`src/tsp_pkg.sv`:
```
// types, constants and register indexes shared by the slot planner files
`timescale 1ns / 1ps

package tsp_pkg;

    // largest group size; rank fields are 6 bits wide, counts 7 bits
    localparam int MAX_RANKS = 64;

    localparam int CFG_IDX_W  = 3;
    localparam int CFG_DATA_W = 48;

    localparam logic [CFG_IDX_W-1:0] CFG_RANK_COUNT    = 3'd0;
    localparam logic [CFG_IDX_W-1:0] CFG_ELEM_BYTES    = 3'd1;
    localparam logic [CFG_IDX_W-1:0] CFG_SLICE_BYTES   = 3'd2;
    localparam logic [CFG_IDX_W-1:0] CFG_TAIL_BYTES    = 3'd3;
    localparam logic [CFG_IDX_W-1:0] CFG_SCRATCH_BASE  = 3'd4;
    localparam logic [CFG_IDX_W-1:0] CFG_REPEAT_STRIDE = 3'd5;

    typedef struct packed {
        logic [6:0]  rank_count;
        logic [3:0]  elem_bytes;
        logic [31:0] slice_bytes;
        logic [31:0] tail_bytes;
        logic [47:0] scratch_base;
        logic [31:0] repeat_stride;
    } t_cfg;

    typedef struct packed {
        logic [5:0]  owner_rank;
        logic [5:0]  source_rank;
        logic [15:0] repeat_index;
        logic        second_shot;
    } t_in_item;

    typedef struct packed {
        logic        is_unpaired;
        logic        is_second_remote;
        logic [5:0]  group_slot;
        logic [5:0]  paired_source;
        logic [31:0] shot_offset;
        logic [31:0] shot_size;
        logic [31:0] dest_offset;
        logic [47:0] slot_address;
        logic        reduce_in_post;
        logic        two_shot_ok;
    } t_out_item;

    // half-slice sizes derived from the configuration
    typedef struct packed {
        logic        busy;
        logic [31:0] half_a;
        logic [31:0] half_b;
        logic [31:0] size_b;
        logic        halves_ok;
    } t_half_info;

    // rank results leaving the rank pipeline
    typedef struct packed {
        logic [5:0]  owner;
        logic [5:0]  source;
        logic        unp;
        logic        sec;
        logic [6:0]  partner_ord;
        logic [7:0]  partner_sum;
        logic [7:0]  group_sum;
        logic        is_last;
        logic [15:0] repeat_index;
        logic        second_shot;
    } t_rank_info;

endpackage

```
`src/tsp_if.sv`:
```
// valid/ready channel interfaces for planner queries and results
`timescale 1ns / 1ps

interface tsp_in_if;
    import tsp_pkg::*;

    logic     valid;
    logic     ready;
    t_in_item data;

    modport source (output valid, output data, input ready);
    modport sink (input valid, input data, output ready);
endinterface

interface tsp_out_if;
    import tsp_pkg::*;

    logic      valid;
    logic      ready;
    t_out_item data;

    modport source (output valid, output data, input ready);
    modport sink (input valid, input data, output ready);
endinterface

```
`src/two_shot_scatter_slot_planner.sv`:
```
// two-shot reduce-scatter slot planner: config registers and output stages
// a query passes the rank pipeline and stages 5 and 6 before the output register
// throughput: one query per cycle while the output is ready and the divider is idle
// after each configuration write the input is held off while the half-slice
// divider runs, one quotient bit per cycle for both slice sizes
// reset: synchronous, registers to their defaults, pipeline empty, no clearing pass
`timescale 1ns / 1ps

module two_shot_scatter_slot_planner (
    input  logic                             i_clk,
    input  logic                             i_rst_n,
    input  logic                             i_cfg_we,
    input  logic [tsp_pkg::CFG_IDX_W-1:0]    i_cfg_idx,
    input  logic [tsp_pkg::CFG_DATA_W-1:0]   i_cfg_data,
    tsp_in_if.sink                           i_req,
    tsp_out_if.source                        o_rsp
);
    import tsp_pkg::*;

    t_cfg       r_cfg;
    t_half_info w_half;
    t_rank_info w_rinfo;
    logic       w_rvalid;
    logic       w_rp_ready;
    logic [6:0] w_ranks;

    // stage 5
    logic        r_s5_valid;
    logic [5:0]  r_s5_slot;
    logic [5:0]  r_s5_partner;
    logic        r_s5_unp;
    logic        r_s5_sec;
    logic        r_s5_off_sel;
    logic        r_s5_dst_sel;
    logic [31:0] r_s5_sz;
    logic [31:0] r_s5_half;
    logic        r_s5_ok;
    logic [15:0] r_s5_rep;
    // stage 6
    logic        r_s6_valid;
    logic [5:0]  r_s6_slot;
    logic [5:0]  r_s6_partner;
    logic        r_s6_unp;
    logic        r_s6_sec;
    logic [31:0] r_s6_off;
    logic [31:0] r_s6_size;
    logic [31:0] r_s6_dst;
    logic [47:0] r_s6_rep_prod;
    logic [37:0] r_s6_slot_prod;
    logic        r_s6_ok;
    // stage 7, the output register
    logic        r_s7_valid;
    t_out_item   r_s7_out;

    logic        w_rdy5, w_rdy6, w_rdy7;
    logic [5:0]  n_s5_pp;
    logic [5:0]  w_u;
    logic        w_u_big;
    logic        n_s5_unp_p;
    logic        n_s5_sec_p;
    logic        n_s5_off_sel;
    logic [31:0] n_s6_off;

    // x mod r for x up to 2r
    function automatic logic [5:0] f_mod2(logic [7:0] x, logic [6:0] r);
        logic [7:0] t;
        t = x;
        if (t >= {r, 1'b0}) begin
            t = t - {r, 1'b0};
        end else if (t >= {1'b0, r}) begin
            t = t - {1'b0, r};
        end
        return t[5:0];
    endfunction

    always_ff @(posedge i_clk) begin
        if (!i_rst_n) begin
            r_cfg.rank_count    <= 7'd8;
            r_cfg.elem_bytes    <= 4'd4;
            r_cfg.slice_bytes   <= '0;
            r_cfg.tail_bytes    <= '0;
            r_cfg.scratch_base  <= '0;
            r_cfg.repeat_stride <= '0;
        end else if (i_cfg_we) begin
            unique case (i_cfg_idx)
                CFG_RANK_COUNT:    r_cfg.rank_count    <= 7'(i_cfg_data);
                CFG_ELEM_BYTES:    r_cfg.elem_bytes    <= 4'(i_cfg_data);
                CFG_SLICE_BYTES:   r_cfg.slice_bytes   <= 32'(i_cfg_data);
                CFG_TAIL_BYTES:    r_cfg.tail_bytes    <= 32'(i_cfg_data);
                CFG_SCRATCH_BASE:  r_cfg.scratch_base  <= i_cfg_data[47:0];
                CFG_REPEAT_STRIDE: r_cfg.repeat_stride <= 32'(i_cfg_data);
                default: ;
            endcase
        end
    end

    // effective rank count: zero acts as one, large counts saturate
    assign w_ranks = (r_cfg.rank_count == 7'd0) ? 7'd1 :
                     (r_cfg.rank_count > 7'(MAX_RANKS)) ? 7'(MAX_RANKS) : r_cfg.rank_count;

    tsp_half_unit u_half (
        .i_clk   (i_clk),
        .i_rst_n (i_rst_n),
        .i_cfg_we(i_cfg_we),
        .i_cfg   (r_cfg),
        .o_half  (w_half)
    );

    tsp_rank_pipe u_rank (
        .i_clk  (i_clk),
        .i_rst_n(i_rst_n),
        .i_ranks(w_ranks),
        .i_valid(i_req.valid && !w_half.busy),
        .i_item (i_req.data),
        .o_ready(w_rp_ready),
        .o_valid(w_rvalid),
        .o_info (w_rinfo),
        .i_ready(w_rdy5)
    );

    assign i_req.ready = w_rp_ready && !w_half.busy;

    assign w_rdy7 = !r_s7_valid || o_rsp.ready;
    assign w_rdy6 = !r_s6_valid || w_rdy7;
    assign w_rdy5 = !r_s5_valid || w_rdy6;

    assign w_u     = w_ranks[6:1] - 6'd1;
    assign w_u_big = (w_ranks < 7'd2);

    // partner's remote order is its pair position taken mod r
    always_comb begin
        n_s5_pp = (w_rinfo.partner_ord == w_ranks) ? 6'd0 : 6'(w_rinfo.partner_ord);
        n_s5_unp_p = !w_u_big && (n_s5_pp == w_u);
        n_s5_sec_p = (!w_u_big && (n_s5_pp > w_u)) ? !n_s5_pp[0] : n_s5_pp[0];
        n_s5_off_sel = w_rinfo.unp ? w_rinfo.second_shot
                                   : (w_rinfo.sec != w_rinfo.second_shot);
    end

    assign n_s6_off = r_s5_off_sel ? r_s5_half : 32'd0;

    always_ff @(posedge i_clk) begin
        if (!i_rst_n) begin
            r_s5_valid <= 1'b0;
            r_s6_valid <= 1'b0;
            r_s7_valid <= 1'b0;
        end else begin
            if (w_rdy5) begin
                r_s5_valid <= w_rvalid;
            end
            if (w_rdy6) begin
                r_s6_valid <= r_s5_valid;
            end
            if (w_rdy7) begin
                r_s7_valid <= r_s6_valid;
            end
        end
    end

    always_ff @(posedge i_clk) begin
        if (w_rdy5 && w_rvalid) begin
            r_s5_partner <= f_mod2(w_rinfo.partner_sum, w_ranks);
            r_s5_slot    <= w_rinfo.unp ? w_rinfo.source : f_mod2(w_rinfo.group_sum, w_ranks);
            r_s5_unp     <= w_rinfo.unp;
            r_s5_sec     <= w_rinfo.sec;
            r_s5_off_sel <= n_s5_off_sel;
            // paired second shot lands where the partner's first shot lands
            r_s5_dst_sel <= (w_rinfo.second_shot && !w_rinfo.unp) ?
                            (!n_s5_unp_p && n_s5_sec_p) : n_s5_off_sel;
            r_s5_sz      <= w_rinfo.is_last ? w_half.size_b : r_cfg.slice_bytes;
            r_s5_half    <= w_rinfo.is_last ? w_half.half_b : w_half.half_a;
            r_s5_ok      <= (w_ranks > 7'd2) && !w_ranks[0] && w_half.halves_ok;
            r_s5_rep     <= w_rinfo.repeat_index;
        end
        if (w_rdy6 && r_s5_valid) begin
            r_s6_slot      <= r_s5_slot;
            r_s6_partner   <= r_s5_partner;
            r_s6_unp       <= r_s5_unp;
            r_s6_sec       <= r_s5_sec;
            r_s6_off       <= n_s6_off;
            r_s6_size      <= (n_s6_off == 32'd0) ? r_s5_half : (r_s5_sz - r_s5_half);
            r_s6_dst       <= r_s5_dst_sel ? r_s5_half : 32'd0;
            r_s6_rep_prod  <= 48'(r_s5_rep) * 48'(r_cfg.repeat_stride);
            r_s6_slot_prod <= 38'(r_s5_slot) * 38'(r_cfg.slice_bytes);
            r_s6_ok        <= r_s5_ok;
        end
        if (w_rdy7 && r_s6_valid) begin
            r_s7_out.is_unpaired      <= r_s6_unp;
            r_s7_out.is_second_remote <= r_s6_sec;
            r_s7_out.group_slot       <= r_s6_slot;
            r_s7_out.paired_source    <= r_s6_partner;
            r_s7_out.shot_offset      <= r_s6_off;
            r_s7_out.shot_size        <= r_s6_size;
            r_s7_out.dest_offset      <= r_s6_dst;
            r_s7_out.slot_address     <= r_cfg.scratch_base + r_s6_rep_prod +
                                         48'(r_s6_slot_prod);
            r_s7_out.reduce_in_post   <= r_s6_unp || !r_s6_sec;
            r_s7_out.two_shot_ok      <= r_s6_ok;
        end
    end

    assign o_rsp.valid = r_s7_valid;
    assign o_rsp.data  = r_s7_out;

    a_no_accept_busy: assert property (@(posedge i_clk) disable iff (!i_rst_n)
        w_half.busy |-> !i_req.ready)
        else $error("query accepted while half sizes are recomputed");

    a_ok_size: assert property (@(posedge i_clk) disable iff (!i_rst_n)
        o_rsp.valid && o_rsp.data.two_shot_ok |-> o_rsp.data.shot_size != 32'd0)
        else $error("two-shot result with empty shot");

endmodule

```
`src/tsp_half_unit.sv`:
```
// bit-serial divider deriving the half-slice sizes after a configuration write
`timescale 1ns / 1ps

module tsp_half_unit (
    input  logic                i_clk,
    input  logic                i_rst_n,
    input  logic                i_cfg_we,
    input  tsp_pkg::t_cfg       i_cfg,
    output tsp_pkg::t_half_info o_half
);
    import tsp_pkg::*;

    localparam int DIV_STEPS = 32;
    localparam int STEP_W    = $clog2(DIV_STEPS);
    localparam logic [STEP_W-1:0] STEP_LAST = STEP_W'(DIV_STEPS - 1);

    typedef enum logic [3:0] {
        H_IDLE = 4'b0001,
        H_LOAD = 4'b0010,
        H_DIV  = 4'b0100,
        H_MUL  = 4'b1000
    } t_hstate;

    t_hstate           r_state;
    logic [STEP_W-1:0] r_cnt;
    logic [31:0]       r_xa;
    logic [31:0]       r_xb;
    logic [4:0]        r_ra;
    logic [4:0]        r_rb;
    logic [31:0]       r_half_a;
    logic [31:0]       r_half_b;

    logic [4:0]  w_div;
    logic [3:0]  w_mul;
    logic [31:0] w_size_b;
    logic [36:0] n_step_a;
    logic [36:0] n_step_b;

    // one restoring step: returns {remainder, shifted dividend with quotient bit}
    function automatic logic [36:0] f_div_step(logic [31:0] x, logic [4:0] rem,
                                               logic [4:0] d);
        logic [5:0] t;
        logic       q;
        t = {rem, x[31]};
        q = (t >= {1'b0, d});
        if (q) begin
            t = t - {1'b0, d};
        end
        return {t[4:0], x[30:0], q};
    endfunction

    // half = floor(size / (2 * elem)) * elem, elem of zero halves bytes
    assign w_div    = (i_cfg.elem_bytes == 4'd0) ? 5'd2 : {i_cfg.elem_bytes, 1'b0};
    assign w_mul    = (i_cfg.elem_bytes == 4'd0) ? 4'd1 : i_cfg.elem_bytes;
    assign w_size_b = (i_cfg.tail_bytes != 32'd0) ? i_cfg.tail_bytes : i_cfg.slice_bytes;

    assign n_step_a = f_div_step(r_xa, r_ra, w_div);
    assign n_step_b = f_div_step(r_xb, r_rb, w_div);

    always_ff @(posedge i_clk) begin
        if (!i_rst_n) begin
            r_state  <= H_IDLE;
            r_cnt    <= '0;
            r_half_a <= '0;
            r_half_b <= '0;
        end else if (i_cfg_we) begin
            r_state <= H_LOAD;
        end else begin
            unique case (r_state)
                H_IDLE: begin
                    r_state <= H_IDLE;
                end
                H_LOAD: begin
                    r_cnt   <= '0;
                    r_state <= H_DIV;
                end
                H_DIV: begin
                    r_cnt <= r_cnt + STEP_W'(1);
                    if (r_cnt == STEP_LAST) begin
                        r_state <= H_MUL;
                    end
                end
                H_MUL: begin
                    r_half_a <= 32'(r_xa * 32'(w_mul));
                    r_half_b <= 32'(r_xb * 32'(w_mul));
                    r_state  <= H_IDLE;
                end
                default: begin
                    r_state <= H_IDLE;
                end
            endcase
        end
    end

    always_ff @(posedge i_clk) begin
        if (r_state == H_LOAD) begin
            r_xa <= i_cfg.slice_bytes;
            r_xb <= w_size_b;
            r_ra <= '0;
            r_rb <= '0;
        end else if (r_state == H_DIV) begin
            r_xa <= n_step_a[31:0];
            r_ra <= n_step_a[36:32];
            r_xb <= n_step_b[31:0];
            r_rb <= n_step_b[36:32];
        end
    end

    assign o_half.busy      = (r_state != H_IDLE);
    assign o_half.half_a    = r_half_a;
    assign o_half.half_b    = r_half_b;
    assign o_half.size_b    = w_size_b;
    assign o_half.halves_ok = (r_state == H_IDLE) &&
                              (r_half_a != 32'd0) && (r_half_a != i_cfg.slice_bytes) &&
                              (r_half_b != 32'd0) && (r_half_b != w_size_b);

    a_busy_after_write: assert property (@(posedge i_clk) disable iff (!i_rst_n)
        i_cfg_we |=> o_half.busy)
        else $error("half unit not busy after configuration write");

endmodule

```
`src/tsp_rank_pipe.sv`:
```
// four-stage rank pipeline: rank modulo, remote order, pair order and group sums
`timescale 1ns / 1ps

module tsp_rank_pipe (
    input  logic                i_clk,
    input  logic                i_rst_n,
    input  logic [6:0]          i_ranks,
    input  logic                i_valid,
    input  tsp_pkg::t_in_item   i_item,
    output logic                o_ready,
    output logic                o_valid,
    output tsp_pkg::t_rank_info o_info,
    input  logic                i_ready
);
    import tsp_pkg::*;

    // stage 1: upper three remainder steps
    logic        r_s1_valid;
    logic [5:0]  r_s1_orem;
    logic [5:0]  r_s1_srem;
    logic [2:0]  r_s1_olo;
    logic [2:0]  r_s1_slo;
    logic [15:0] r_s1_rep;
    logic        r_s1_second;
    // stage 2: reduced ranks
    logic        r_s2_valid;
    logic [5:0]  r_s2_o;
    logic [5:0]  r_s2_s;
    logic [15:0] r_s2_rep;
    logic        r_s2_second;
    // stage 3: remote order
    logic        r_s3_valid;
    logic [5:0]  r_s3_o;
    logic [5:0]  r_s3_s;
    logic [5:0]  r_s3_ord;
    logic        r_s3_last;
    logic [15:0] r_s3_rep;
    logic        r_s3_second;
    // stage 4: pair results
    logic        r_s4_valid;
    t_rank_info  r_s4_info;

    logic       w_rdy1, w_rdy2, w_rdy3, w_rdy4;
    logic [5:0] n_s1_orem, n_s1_srem, n_s2_o, n_s2_s, n_s3_ord, n_s4_pord;
    logic [7:0] n_s3_t;
    logic [5:0] w_u;
    logic       w_u_big;
    logic [6:0] n_s4_p, n_s4_g;

    function automatic logic [5:0] f_mod_step(logic [5:0] rem, logic b, logic [6:0] r);
        logic [6:0] t;
        t = {rem, b};
        if (t >= r) begin
            t = t - r;
        end
        return t[5:0];
    endfunction

    assign w_rdy4  = !r_s4_valid || i_ready;
    assign w_rdy3  = !r_s3_valid || w_rdy4;
    assign w_rdy2  = !r_s2_valid || w_rdy3;
    assign w_rdy1  = !r_s1_valid || w_rdy2;
    assign o_ready = w_rdy1;

    // unpaired order position r/2-1; wraps past every order for a single rank
    assign w_u     = i_ranks[6:1] - 6'd1;
    assign w_u_big = (i_ranks < 7'd2);

    always_comb begin
        n_s1_orem = '0;
        n_s1_srem = '0;
        for (int i = 5; i >= 3; i--) begin
            n_s1_orem = f_mod_step(n_s1_orem, i_item.owner_rank[i], i_ranks);
            n_s1_srem = f_mod_step(n_s1_srem, i_item.source_rank[i], i_ranks);
        end
    end

    always_comb begin
        n_s2_o = r_s1_orem;
        n_s2_s = r_s1_srem;
        for (int i = 2; i >= 0; i--) begin
            n_s2_o = f_mod_step(n_s2_o, r_s1_olo[i], i_ranks);
            n_s2_s = f_mod_step(n_s2_s, r_s1_slo[i], i_ranks);
        end
    end

    // order = (s + r - o - 1) mod r, sum stays below 2r
    assign n_s3_t   = 8'(r_s2_s) + 8'(i_ranks) - 8'(r_s2_o) - 8'd1;
    assign n_s3_ord = (n_s3_t >= 8'(i_ranks)) ? 6'(n_s3_t - 8'(i_ranks)) : 6'(n_s3_t);

    always_comb begin
        n_s4_pord = r_s3_ord;
        if (!w_u_big && (r_s3_ord > w_u)) begin
            n_s4_pord = r_s3_ord - 6'd1;
        end
        n_s4_p = {1'b0, n_s4_pord ^ 6'd1};
        n_s4_g = {1'b0, n_s4_pord[5:1], 1'b0};
        // skip over the unpaired position
        if (!w_u_big && (n_s4_p >= {1'b0, w_u})) begin
            n_s4_p = n_s4_p + 7'd1;
        end
        if (!w_u_big && (n_s4_g >= {1'b0, w_u})) begin
            n_s4_g = n_s4_g + 7'd1;
        end
    end

    always_ff @(posedge i_clk) begin
        if (!i_rst_n) begin
            r_s1_valid <= 1'b0;
            r_s2_valid <= 1'b0;
            r_s3_valid <= 1'b0;
            r_s4_valid <= 1'b0;
        end else begin
            if (w_rdy1) begin
                r_s1_valid <= i_valid;
            end
            if (w_rdy2) begin
                r_s2_valid <= r_s1_valid;
            end
            if (w_rdy3) begin
                r_s3_valid <= r_s2_valid;
            end
            if (w_rdy4) begin
                r_s4_valid <= r_s3_valid;
            end
        end
    end

    always_ff @(posedge i_clk) begin
        if (w_rdy1 && i_valid) begin
            r_s1_orem   <= n_s1_orem;
            r_s1_srem   <= n_s1_srem;
            r_s1_olo    <= i_item.owner_rank[2:0];
            r_s1_slo    <= i_item.source_rank[2:0];
            r_s1_rep    <= i_item.repeat_index;
            r_s1_second <= i_item.second_shot;
        end
        if (w_rdy2 && r_s1_valid) begin
            r_s2_o      <= n_s2_o;
            r_s2_s      <= n_s2_s;
            r_s2_rep    <= r_s1_rep;
            r_s2_second <= r_s1_second;
        end
        if (w_rdy3 && r_s2_valid) begin
            r_s3_o      <= r_s2_o;
            r_s3_s      <= r_s2_s;
            r_s3_ord    <= n_s3_ord;
            r_s3_last   <= ({1'b0, r_s2_o} == (i_ranks - 7'd1));
            r_s3_rep    <= r_s2_rep;
            r_s3_second <= r_s2_second;
        end
        if (w_rdy4 && r_s3_valid) begin
            r_s4_info.owner        <= r_s3_o;
            r_s4_info.source       <= r_s3_s;
            r_s4_info.unp          <= !w_u_big && (r_s3_ord == w_u);
            r_s4_info.sec          <= n_s4_pord[0];
            r_s4_info.partner_ord  <= n_s4_p;
            r_s4_info.partner_sum  <= 8'(r_s3_o) + 8'd1 + {1'b0, n_s4_p};
            r_s4_info.group_sum    <= 8'(r_s3_o) + 8'd1 + {1'b0, n_s4_g};
            r_s4_info.is_last      <= r_s3_last;
            r_s4_info.repeat_index <= r_s3_rep;
            r_s4_info.second_shot  <= r_s3_second;
        end
    end

    assign o_valid = r_s4_valid;
    assign o_info  = r_s4_info;

    a_s4_hold: assert property (@(posedge i_clk) disable iff (!i_rst_n)
        r_s4_valid && !i_ready |=> r_s4_valid)
        else $error("stalled rank transaction dropped");

endmodule
```
`src/flat_wrapper.sv`:
```
// flat-port wrapper written by rule: the top's interface ports become plain ports
module two_shot_scatter_slot_planner_flat import tsp_pkg::*;
  (i_clk, i_rst_n, i_cfg_we, i_cfg_idx, i_cfg_data, i_req_valid, i_req_data, i_req_ready, o_rsp_valid, o_rsp_data, o_rsp_ready);
  tsp_in_if i_req_i ();
  tsp_out_if o_rsp_i ();
  input  logic i_clk;
  input  logic i_rst_n;
  input  logic i_cfg_we;
  input  logic [tsp_pkg::CFG_IDX_W-1:0] i_cfg_idx;
  input  logic [tsp_pkg::CFG_DATA_W-1:0] i_cfg_data;
  input wire logic [$bits(i_req_i.valid)-1:0] i_req_valid;
  input wire logic [$bits(i_req_i.data)-1:0] i_req_data;
  output wire logic [$bits(i_req_i.ready)-1:0] i_req_ready;
  output wire logic [$bits(o_rsp_i.valid)-1:0] o_rsp_valid;
  output wire logic [$bits(o_rsp_i.data)-1:0] o_rsp_data;
  input wire logic [$bits(o_rsp_i.ready)-1:0] o_rsp_ready;
  assign i_req_i.valid = i_req_valid;
  assign i_req_i.data = i_req_data;
  assign i_req_ready = i_req_i.ready;
  assign o_rsp_valid = o_rsp_i.valid;
  assign o_rsp_data = o_rsp_i.data;
  assign o_rsp_i.ready = o_rsp_ready;
  two_shot_scatter_slot_planner u_core (.i_clk(i_clk), .i_rst_n(i_rst_n), .i_cfg_we(i_cfg_we), .i_cfg_idx(i_cfg_idx), .i_cfg_data(i_cfg_data), .i_req(i_req_i), .o_rsp(o_rsp_i));
endmodule
```
`config.mk`:
```
export PLATFORM = sky130hd
export DESIGN_NAME = two_shot_scatter_slot_planner_flat
export DESIGN_NICKNAME = d
export VERILOG_FILES = /design/src/tsp_pkg.sv /design/src/tsp_if.sv /design/src/two_shot_scatter_slot_planner.sv /design/src/tsp_half_unit.sv /design/src/tsp_rank_pipe.sv /design/src/flat_wrapper.sv
export SDC_FILE = /design/constraint.sdc
export NUM_CORES = 2
export LEC_CHECK = 0
export BUFFER_PORTS_ARGS = -buffer_cell sky130_fd_sc_hd__buf_2
export CAP_MARGIN = 20
export CELL_PAD_IN_SITES_DETAIL_PLACEMENT = 0
export CELL_PAD_IN_SITES_GLOBAL_PLACEMENT = 1
export CORE_ASPECT_RATIO = 1.5
export CORE_UTILIZATION = 55
export DETAILED_ROUTE_END_ITERATION = 6
export HOLD_SLACK_MARGIN = 0.1
export PLACE_DENSITY_LB_ADDON = 0.1
export SYNTH_ARGS = -nofsm -noshare
export SYNTH_HDL_FRONTEND = slang
export SYNTH_SLANG_ARGS = --single-unit
```
`constraint.sdc`:
```
create_clock -name i_clk -period 35.4 [get_ports i_clk]
set_clock_uncertainty 0.05 [all_clocks]
set_input_delay 10.62 -clock i_clk [delete_from_list [all_inputs] [get_ports i_clk]]
set_output_delay 10.62 -clock i_clk [all_outputs]
set_load 0.05 [all_outputs]
```
==> flow_summary_export.csv <==
group,metric,value,unit
status,status,"completed",
power,ir_worst_vdd,39.2,uV
drt,viasPerCell,5.71,
placement,port_buffers,246,
clock_tree,h-tree-depth,3,
yosys,ys_ff_latch,912,
worst_setup_path,crit_type,"input port to output port",
yosys,synth_enable_flop_cells,667,
floorplanning,floorplan.core_area,130000,um^2
worst_setup_path,cp_data_arrival_time,12.55,ns
floorplanning,die_h,445,um
drt,drt_wl_total,204000,um
floorplanning,row_count,162,
worst_setup_path,cpLargestDelayFamily,"simple AND/OR/NAND/NOR gates",
clock_tree,root_buffer,"clkbuf_16",
placement,hpwl,156000,um
grt,grtUsageTotal,0.309,
yosys,synth-async-reset-ratio,0,
worst_setup_path,path_depth,7,
grt,grt_first_pass_wirelength,311000,um
worst_setup_path,cp.required,24.73,ns
yosys,synth_area_per_cell,10.1,um^2
yosys,syn_area,71900,um^2
placement,dp_slack,12.22,ns
drt,routed-via-count,51794,
clock_tree,clock_latency,0.73,ns
clock_tree,numCtsBuffers,93,
clock_tree,cts_tree,"done",
drt,antenna_left,0,
finish,final_common_cell,"nand2_1",
timing,period_needed,23.22,ns
clock_tree,cts_buffer_depth,3,
clock_tree,cts_setup_buffers,0,
grt,grt_remaining_overflow,0,
yosys,syn_nets,8419,
worst_setup_path,max_stage_delay,0.52,ns
timing,setup_viol,0,
hold_path,min_from,"u_core.u_rank.o_info[10]",
clock_tree,ctsHoldBuffers,0,
hold_path,min_path_cells,0,
grt,grt_pass1_vias,53009,
worst_setup_path,r2r-start,"u_core.r_cfg[18]",
clock_tree,cts_sinks,912,
timing,relSlewSlack,0.282,
finish,fill_cells,11176,
timing,post-route-period-util,0.656,
worst_setup_path,crit_start,"o_rsp_ready",
floorplanning,die_w,297,um
worst_setup_path,r2r_cells,22,
clock_tree,ctsResizeCount,0,
flow_run,max-cap-violations,0,
finish,drive_above_1_share,0.0834,
yosys,synth.distinct_cells,85,
power,powerDensity,37.0,nW/um^2
timing,setup_ws,12.18,ns
hold_path,hp-class,"flip-flop to flip-flop",
worst_setup_path,crit_chain,"buf_2 > nor2b_1 > and3_1 > and2_1 > and3_1 > a21oi_1 > buf_2",
finish,final_cell_mix,"nand2_1 (1340), inv_1 (787), fa_1 (719)",
drt,drt_first_pass_iters,5,
timing,hold_violations,0,
worst_setup_path,path_buf_inv,2,
worst_setup_path,critical_path.endpoint,"i_req_ready",
finish,instances_no_fill,9075,
timing,tightest_slew,1.08,ns
yosys,synthCells,7142,
placement,place_inst,8897,
floorplanning,floorplan.initialDensity,0.554,
yosys,ys.flop_type,"edfxtp_1",
yosys,yosys_warnings,0,
drt,drc_errors,0,
grt,grt_max_degree,140,
timing,rsz0062_at_grt,"false",
placement,place_congestion,0.996,
floorplanning,ios,247,
worst_setup_path,critPathCaptureType,"output port",
yosys,ys_seq_area_frac,0.347,
worst_setup_path,path_max_fanout,5,
worst_setup_path,r2r-end,"u_core.r_s6_rep_prod[33]",
grt,antenna_found_initial,7,
floorplanning,dieArea,132000,um^2
drt,drt_iter0_drc,3397,
power,leakage,32.8,nW
finish,area_growth,8.73,%
timing,fin_tns_setup,0,ns
worst_setup_path,critPathSlowestCell,"nor2b_1",
worst_setup_path,ff2ff_setup_slack,27.19,ns
finish,nets,8550,
timing,fmax,43.1,MHz
timing,timing.final.max_slew_violations,0,
worst_setup_path,start_kind,"input port",
drt,routedWlPerCell,22.5,um
clock_tree,clk_pin_slew_worst_paths,0.08,ns
sequential cells by signal (all words and copies together) (netlist names), 38 cells and up:
| register | cells |
|---|---|
| u_core.u_rank.o_info | 49 |
| u_core.r_s6_rep_prod | 48 |
| u_core.r_cfg | 155 |
| u_core.o_rsp.data | 160 |
| u_core.r_s6_slot_prod | 38 |
cells by family after synthesis:
family,Yosys count,synth area share
AOI/OAI and AO/OA,1186,0.108
and+or+nand+nor,2288,0.145
muxes,95,0.0145
DFF,912,0.347
adders and majority gates,1193,0.283
xor gates and xnor gates,373,0.0455
buffers and inverters,1095,0.0574
final cells by class:
type	count	area, um^2	share of cell area
Antenna cell	2	5.00	0.0000641
Tap cell	1722	2150	0.0276
Clock inverter	54	531	0.00679
Clock buffer	119	2640	0.0338
Multi-Input combinational cell	5135	42900	0.549
Sequential cell	912	24900	0.319
Inverter	789	2960	0.0379
Timing Repair Buffer	342	2000	0.0256
routing by layer:
layer / up-vias / share of wire / GRT usage
met3: 439 / 0.053 / 0.0388
met1: 25916 / 0.38 / 0.366
li1: 23891 / - / -
met4: 8 / 0.053 / 0.154
met2: 1540 / 0.51 / 0.551
met5: - / 0.00027 / 0
power by group:
part	leakage (nW)	internal (mW)	switching (mW)
clock network	1.54	0.571	0.453
registers	8.06	1.19	0.0267
logic	23.2	0.283	0.368
cells in the mapped netlist (15+ instances only):
| cell | number | share of area |
|---|---|---|
| a22o_1 | 28 | 0.0034 |
| a211o_1 | 15 | 0.0018 |
| nor2_1 | 203 | 0.011 |
| and3_1 | 33 | 0.0029 |
| and2_1 | 362 | 0.032 |
| a21o_1 | 189 | 0.020 |
| o21bai_1 | 30 | 0.0031 |
| edfxtp_1 | 667 | 0.28 |
| clkbuf_1 | 292 | 0.015 |
| xor2_1 | 163 | 0.020 |
| a211oi_1 | 25 | 0.0026 |
| ha_1 | 473 | 0.082 |
| a21boi_0 | 174 | 0.018 |
| inv_1 | 788 | 0.041 |
| nor4_1 | 43 | 0.0037 |
| mux2_2 | 70 | 0.011 |
| o21ai_0 | 242 | 0.017 |
| fa_1 | 719 | 0.20 |
| nand3_1 | 55 | 0.0038 |
| o31ai_1 | 15 | 0.0016 |
| nand4_1 | 41 | 0.0036 |
| or3_1 | 25 | 0.0022 |
| nand2b_1 | 49 | 0.0043 |
| dfxtp_1 | 245 | 0.068 |
| xnor2_1 | 210 | 0.026 |
| nor2b_1 | 56 | 0.0049 |
| nor3_1 | 42 | 0.0029 |
| mux2i_1 | 23 | 0.0032 |
| o21a_1 | 36 | 0.0038 |
| a21oi_1 | 306 | 0.021 |
| nand2_1 | 1340 | 0.070 |
worst min-delay path by stage:
stage / end
global route: u_core.u_rank.r_s2_rep[4]
CTS: u_core.r_s5_rep[9]
detailed placement: u_core.o_rsp.data[120]
floorplan: u_core.o_rsp.data[0]
finish: u_core.r_s5_rep[9]
global placement: u_core.r_s5_rep[6]
per-stage QoR:
step	util	power, mW	hold WS, ns	cell area, um^2
2_1_floorplan	-	1.72	0.350	71900
5_1_grt	0.602	3.02	0.371	78100
3_5_place_dp	0.578	1.89	0.355	74900
6_report	0.602	2.89	0.350	78100
4_1_cts	0.602	2.91	0.351	78100
3_3_place_gp	0.577	1.87	0.350	74900
worst register-to-register path, delay by kind of cell, from the launching register on:
family / cells / cell delay [ns]
buffers and inverters: 3 / 0.16
AO/OA/AOI/OAI: 6 / 1.80
XOR/XNOR: 1 / 0.50
AND/OR/NAND/NOR: 5 / 0.96
adder cells (fa/ha/maj): 7 / 3.46
flip-flops: 1 / 1.03
Note: power is estimated with default switching activity, not from simulation.
